`config.mk`:
```
export PLATFORM = sky130hd
export DESIGN_NAME = pgcr_cfg
export DESIGN_NICKNAME = d
export VERILOG_FILES = /design/src/rtl/port_gap_cluster_ranges_macros.svh /design/src/rtl/pgcr_pkg.sv /design/src/rtl/pgcr_cfg.sv
export SDC_FILE = /design/constraint.sdc
export NUM_CORES = 1
export LEC_CHECK = 0
export BUFFER_PORTS_ARGS = -buffer_cell sky130_fd_sc_hd__buf_4
export CORE_MARGIN = 2
export CORE_UTILIZATION = 46
export DETAILED_ROUTE_END_ITERATION = 8
export PLACE_DENSITY = 0.8
export SYNTH_ARGS = -nofsm -noshare
export SYNTH_HDL_FRONTEND = slang
export SYNTH_SLANG_ARGS = --single-unit
export TNS_END_PERCENT = 10
```
`constraint.sdc`:
```
create_clock -name clk -period 1.6 [get_ports clk]
set_clock_uncertainty 0.2 [all_clocks]
set_input_delay 0.32 -clock clk [delete_from_list [all_inputs] [get_ports clk]]
set_output_delay 0.32 -clock clk [all_outputs]
set_load 0.1 [all_outputs]
```
`src/rtl/port_gap_cluster_ranges_macros.svh`:
```
// assertion helpers for the port gap clusterer
`ifndef PORT_GAP_CLUSTER_RANGES_MACROS_SVH
`define PORT_GAP_CLUSTER_RANGES_MACROS_SVH
`ifndef SYNTHESIS
`define PGCR_ASSERT_IMP(lbl, clk, rst, ante, cons) \
  lbl: assert property (@(posedge clk) disable iff (rst) (ante) |-> (cons)) \
    else $error("pgcr assertion failed");
`define PGCR_ASSERT_NXT(lbl, clk, rst, ante, cons) \
  lbl: assert property (@(posedge clk) disable iff (rst) (ante) |=> (cons)) \
    else $error("pgcr assertion failed");
`else
`define PGCR_ASSERT_IMP(lbl, clk, rst, ante, cons)
`define PGCR_ASSERT_NXT(lbl, clk, rst, ante, cons)
`endif
`endif

```
`src/rtl/pgcr_pkg.sv`:
```
package pgcr_pkg;

  localparam logic [1:0] OP_CLEAR = 2'd0;
  localparam logic [1:0] OP_ADD   = 2'd1;
  localparam logic [1:0] OP_NEXT  = 2'd2;
  localparam logic [1:0] OP_SPARE = 2'd3;

  localparam logic [1:0] REG_GAP    = 2'd0;
  localparam logic [1:0] REG_MARGIN = 2'd1;
  localparam logic [1:0] REG_TILE   = 2'd2;

  localparam logic [15:0] PORT_MAX = 16'hFFFF;

  typedef struct packed {
    logic [15:0] gap_limit;
    logic [15:0] margin_width;
    logic [16:0] tile_limit;
  } cfg_t;

endpackage

```
`src/rtl/pgcr_cfg.sv`:
```
module pgcr_cfg (
  input  logic           clk,
  input  logic           rst,
  input  logic           psel,
  input  logic           penable,
  input  logic           pwrite,
  input  logic [3:0]     paddr,
  input  logic [31:0]    pwdata,
  output logic [31:0]    prdata,
  output logic           pready,
  output pgcr_pkg::cfg_t cfg
);

  logic wr;

  assign pready = 1'b1;
  assign wr = psel && penable && pwrite;

  always_ff @(posedge clk) begin
    if (rst) begin
      cfg.gap_limit    <= 16'd0;
      cfg.margin_width <= 16'd0;
      cfg.tile_limit   <= 17'd1;
    end else if (wr) begin
      case (paddr[3:2])
        pgcr_pkg::REG_GAP:    cfg.gap_limit    <= pwdata[15:0];
        pgcr_pkg::REG_MARGIN: cfg.margin_width <= pwdata[15:0];
        pgcr_pkg::REG_TILE:   cfg.tile_limit   <= pwdata[16:0];
        default: ;
      endcase
    end
  end

  always_comb begin
    case (paddr[3:2])
      pgcr_pkg::REG_GAP:    prdata = {16'd0, cfg.gap_limit};
      pgcr_pkg::REG_MARGIN: prdata = {16'd0, cfg.margin_width};
      pgcr_pkg::REG_TILE:   prdata = {15'd0, cfg.tile_limit};
      default:              prdata = 32'd0;
    endcase
  end

endmodule

```
**After elaboration in Yosys (flattened, before gate mapping)**

Index checks and enable logic that the tools add are counted.

- Flip-flop bits (word level): 49

- Equal/unequal tests: 2
- Mux-type cells: 1
- Reductions and logical operators: 6

Operators by type and width:

| cell | count |
|---|---|
| $pmux 17 s3 | 1 |
| $reduce_and 2->1 | 3 |
| $eq 2x1->1 const B | 1 |
| $eq 2x2->1 const B | 1 |
| $logic_and 1x1->1 | 2 |
| $logic_not 2->1 | 1 |

**Longest topological paths before layout**

- Word-level depth: 3
- Depth in mapped cells: 5

**Least setup slack after synthesis**

Ideal clock, no wire load.

- Path kind: flip-flop to output port
- Start: register cfg[10] in the netlist's numbering
- End: output port prdata[10]
- Data arrival time: 3.245 ns
- Required time: 1.080 ns
- Path slack: -2.165 ns
- Stages on the path, launching flop included: 3
- Buffers on the path: 0
- Path through: dfxtp_1 > mux2i_1 > o21ai_0

- Longest elaborated chain between the ends: 1

Ends and longest elaborated chain:

| item | RTL line | RTL |
|---|---|---|
| start, declared | pgcr_cfg.sv:11 | `output pgcr_pkg::cfg_t cfg` |
| $pmux 17 s3 | pgcr_cfg.sv:35 | `case (paddr[3:2])` |
| end, declared | pgcr_cfg.sv:9 | `output logic [31:0] prdata,` |

No other way between the ends.

**Final worst setup path**

- Start: input port paddr[3]
- End: output port prdata[15]

- Longest elaborated chain between the ends: 2
- Elaborated cells between the ends (all ways): 4
- Those cells by class: 2 x eq/ne; 1 x mux; 1 x reduce/logical

Ends and longest elaborated chain:

| item | RTL line | RTL |
|---|---|---|
| start, declared | pgcr_cfg.sv:7 | `input logic [3:0] paddr,` |
| $eq 2x2->1 (tied with other cells) | pgcr_cfg.sv:35 |  |
| $pmux 17 s3 * | pgcr_cfg.sv:35 |  |

Mark *: on every way between the ends. The rest lies on a longest branch, timed or not.

==> run summary <==
Hold endpoint: cfg[16]
Clk_lat worst skew: 0.30 ns
Reg2reg setup slack: 0.72 ns
Final Hold Fails: 0
R2r startpoint: cfg[19]
Hold slack: 0.0833 ns
Worst IR drop on VDD: 0.000477 V
Core Util, Final: 82.0%
Fraction of layout cells with a size suffix above 1: 60.7%
Clk buf depth: 2
EDFF count, synth: 0
Starting Density: 48.1%
Mapped Cells: 257
FF-to-FF End: cfg[19]
Clock root cell: clkbuf_8
Most common cell on crit path: buf_12
Peak Freq: 593 MHz
Crit path buffers/inverters: 3
Antenna violations before repair: 0
Per-cell routed wire length: 15.6 um
Post-synth top cells: mux2i_1, nand2b_1, dfxtp_1
Power Density: 606 nW/um2
Syn_area_per_cell: 9.69 um2
# diodes: 0
CTS buffer count: 5
Largest registers: cfg (49)
Number of flip-flops in the largest register: 49
Layout Nets: 400
Critical Path RT: 1.08 ns
Ys flop type: dfxtp_1
Routed Antenna Nets: 0
Core Area: 5170 um2
PortBufs: 89
DRC: 0
Register area share after synthesis: 39.4%
Critical path depth: 6
Min-Delay Path Class: input pin to flip-flop
Htree depth: 2
Initial drt markers: 83
Failing checks: negative setup slack
Vias/cell: 4.90
CP Capture Type: output pin
Die X: 77.6 um
Setup WS post-layout: -0.0871 ns
Worst setup path start: paddr[3]
Core Rows: 26
Run status: finished, violations left
Critical path peak fanout: 5
Ys Warns: 0
Dpl hpwl: 4.48 mm
Drt pass-1 iters: 4
Max incr delay on CP: 0.20 ns
Die area: 6020 um2
Top reg by flops: cfg
Asr flop ratio synth: 0%
Largest net degree at the start of global routing: 68
DP Worst Slack: -0.247 ns
Cell chain of the critical path: buf_12, nor2b_4, buf_8, nand2_4, o21ai_4, buf_12
RSZ-0062 raised after global routing: true
GR Overflow Total: 0
Top delay family on crit path: buffers and inverters
Top cell type's share of synthesized area: 39.4%
Top cells by area, synth: dfxtp_1, mux2i_1, nand2b_1
Sink Count: 49
Mapped cell area: 2490 um2
Final setup viols: 16
Final wirelength: 6.71 mm
Hold Path Cell Cnt: 3
Hold_buf cts: 0
First-pass GRT wire length: 10.8 mm
Post-route cell area: 4240 um2
Ratio of final minimum period to clock period: 105%
Minimum clock period: 1.69 ns
Via count: 2103
WS Path Type: input pin to output pin
CTS tree: built
Placed cell area: 3620 um2
I/O pins: 123
Worst-path clk slew: 0.08 ns
Area Growth Syn to Fin: 70.4%
Slowest stage cell, crit path: nor2b_4
Chip Height: 77.6 um
Arrival @ worst endpoint: 1.17 ns
Startpoint class of the critical path: input pin
Max Slew Vio Count: 0
Leak: 0.00187 uW
Tot Pwr: 2570 uW
GP Congestion: 0.715
Vias in the first global route: 2188
Yosys cell types: 20
Flops & latches, synth: 49
Min-delay src: pwdata[16]
Gr usage total: 22.4%
Worst R2R Path Depth: 2
Max-cap violations: 0
Synth area leader: dfxtp_1
-- metal layers --
layer	track usage, %	part of all wire (%)	up-vias
met1	26.8	43	988
met5	0	0	-
met2	40.5	51	71
li1	-	-	1037
met3	3.95	4.8	7
met4	6.96	1.1	0
-- cells by family (layout without fill, tap and decap cells) --
group	Yosys count	after routing	synth area share, %
mux	65	65	26.1
other cells	2	16	0.302
compound gates	16	16	3.22
simple gates	92	92	22.2
buf+inv	33	121	8.74
flops	49	49	39.4
-- power breakdown --
part           switching, uW  total, uW  internal [uW]
clock                    372        667            295
combinational            481        696            215
sequential              19.3       1210           1190
-- repair_timing --
item	in CTS	in global routing
buffers inserted	2	0
cloned	0	1
setup endpoints to repair	17	26
gates resized for setup	93	22
pin swaps	16	5
-- worst min-delay path, cell delays in order --
cell      delay (ns)
buf_4           0.11
nand2b_1        0.06
mux2i_1         0.06
-- worst max-delay path by stage --
| stage | end | slack [ns] |
|---|---|---|
| finish | prdata[15] | -0.09 |
| global route | prdata[15] | -0.12 |
| CTS | prdata[12] | -0.05 |
| detailed placement | prdata[12] | -0.25 |
| global placement | prdata[0] | -0.20 |
| floorplan | prdata[10] | -0.26 |
-- per-stage QoR --
stage               cells  setup TNS [ns]
floorplan             271           -3.94
global placement      419           -4.48
detailed placement    419           -5.19
CTS                   428          -0.600
global route          429           -1.82
finish                429           -1.05
-- placed cells by master (no fill, tap or decap), types with 2 or more instances in the layout --
master / count
dfxtp_4: 32
buf_4: 86
clkbuf_8: 5
mux2i_1: 49
o21ai_4: 16
nand2_2: 6
nand2_1: 5
buf_12: 23
dfxtp_2: 17
nand2b_1: 65
conb_1: 16
nand2_4: 5
mux2i_4: 16
nor2_1: 2
buf_6: 4
-- layout make-up --
class / instances / area, um2
clock buffers: 6 / 72.6
clock inverters: 1 / 3.75
fillers: 315 / 930
multi-input cells: 189 / 1790
flip-flops and latches: 49 / 1120
well taps: 70 / 87.6
repair buffers: 114 / 1170
Note: power is estimated with default switching activity, not from simulation.
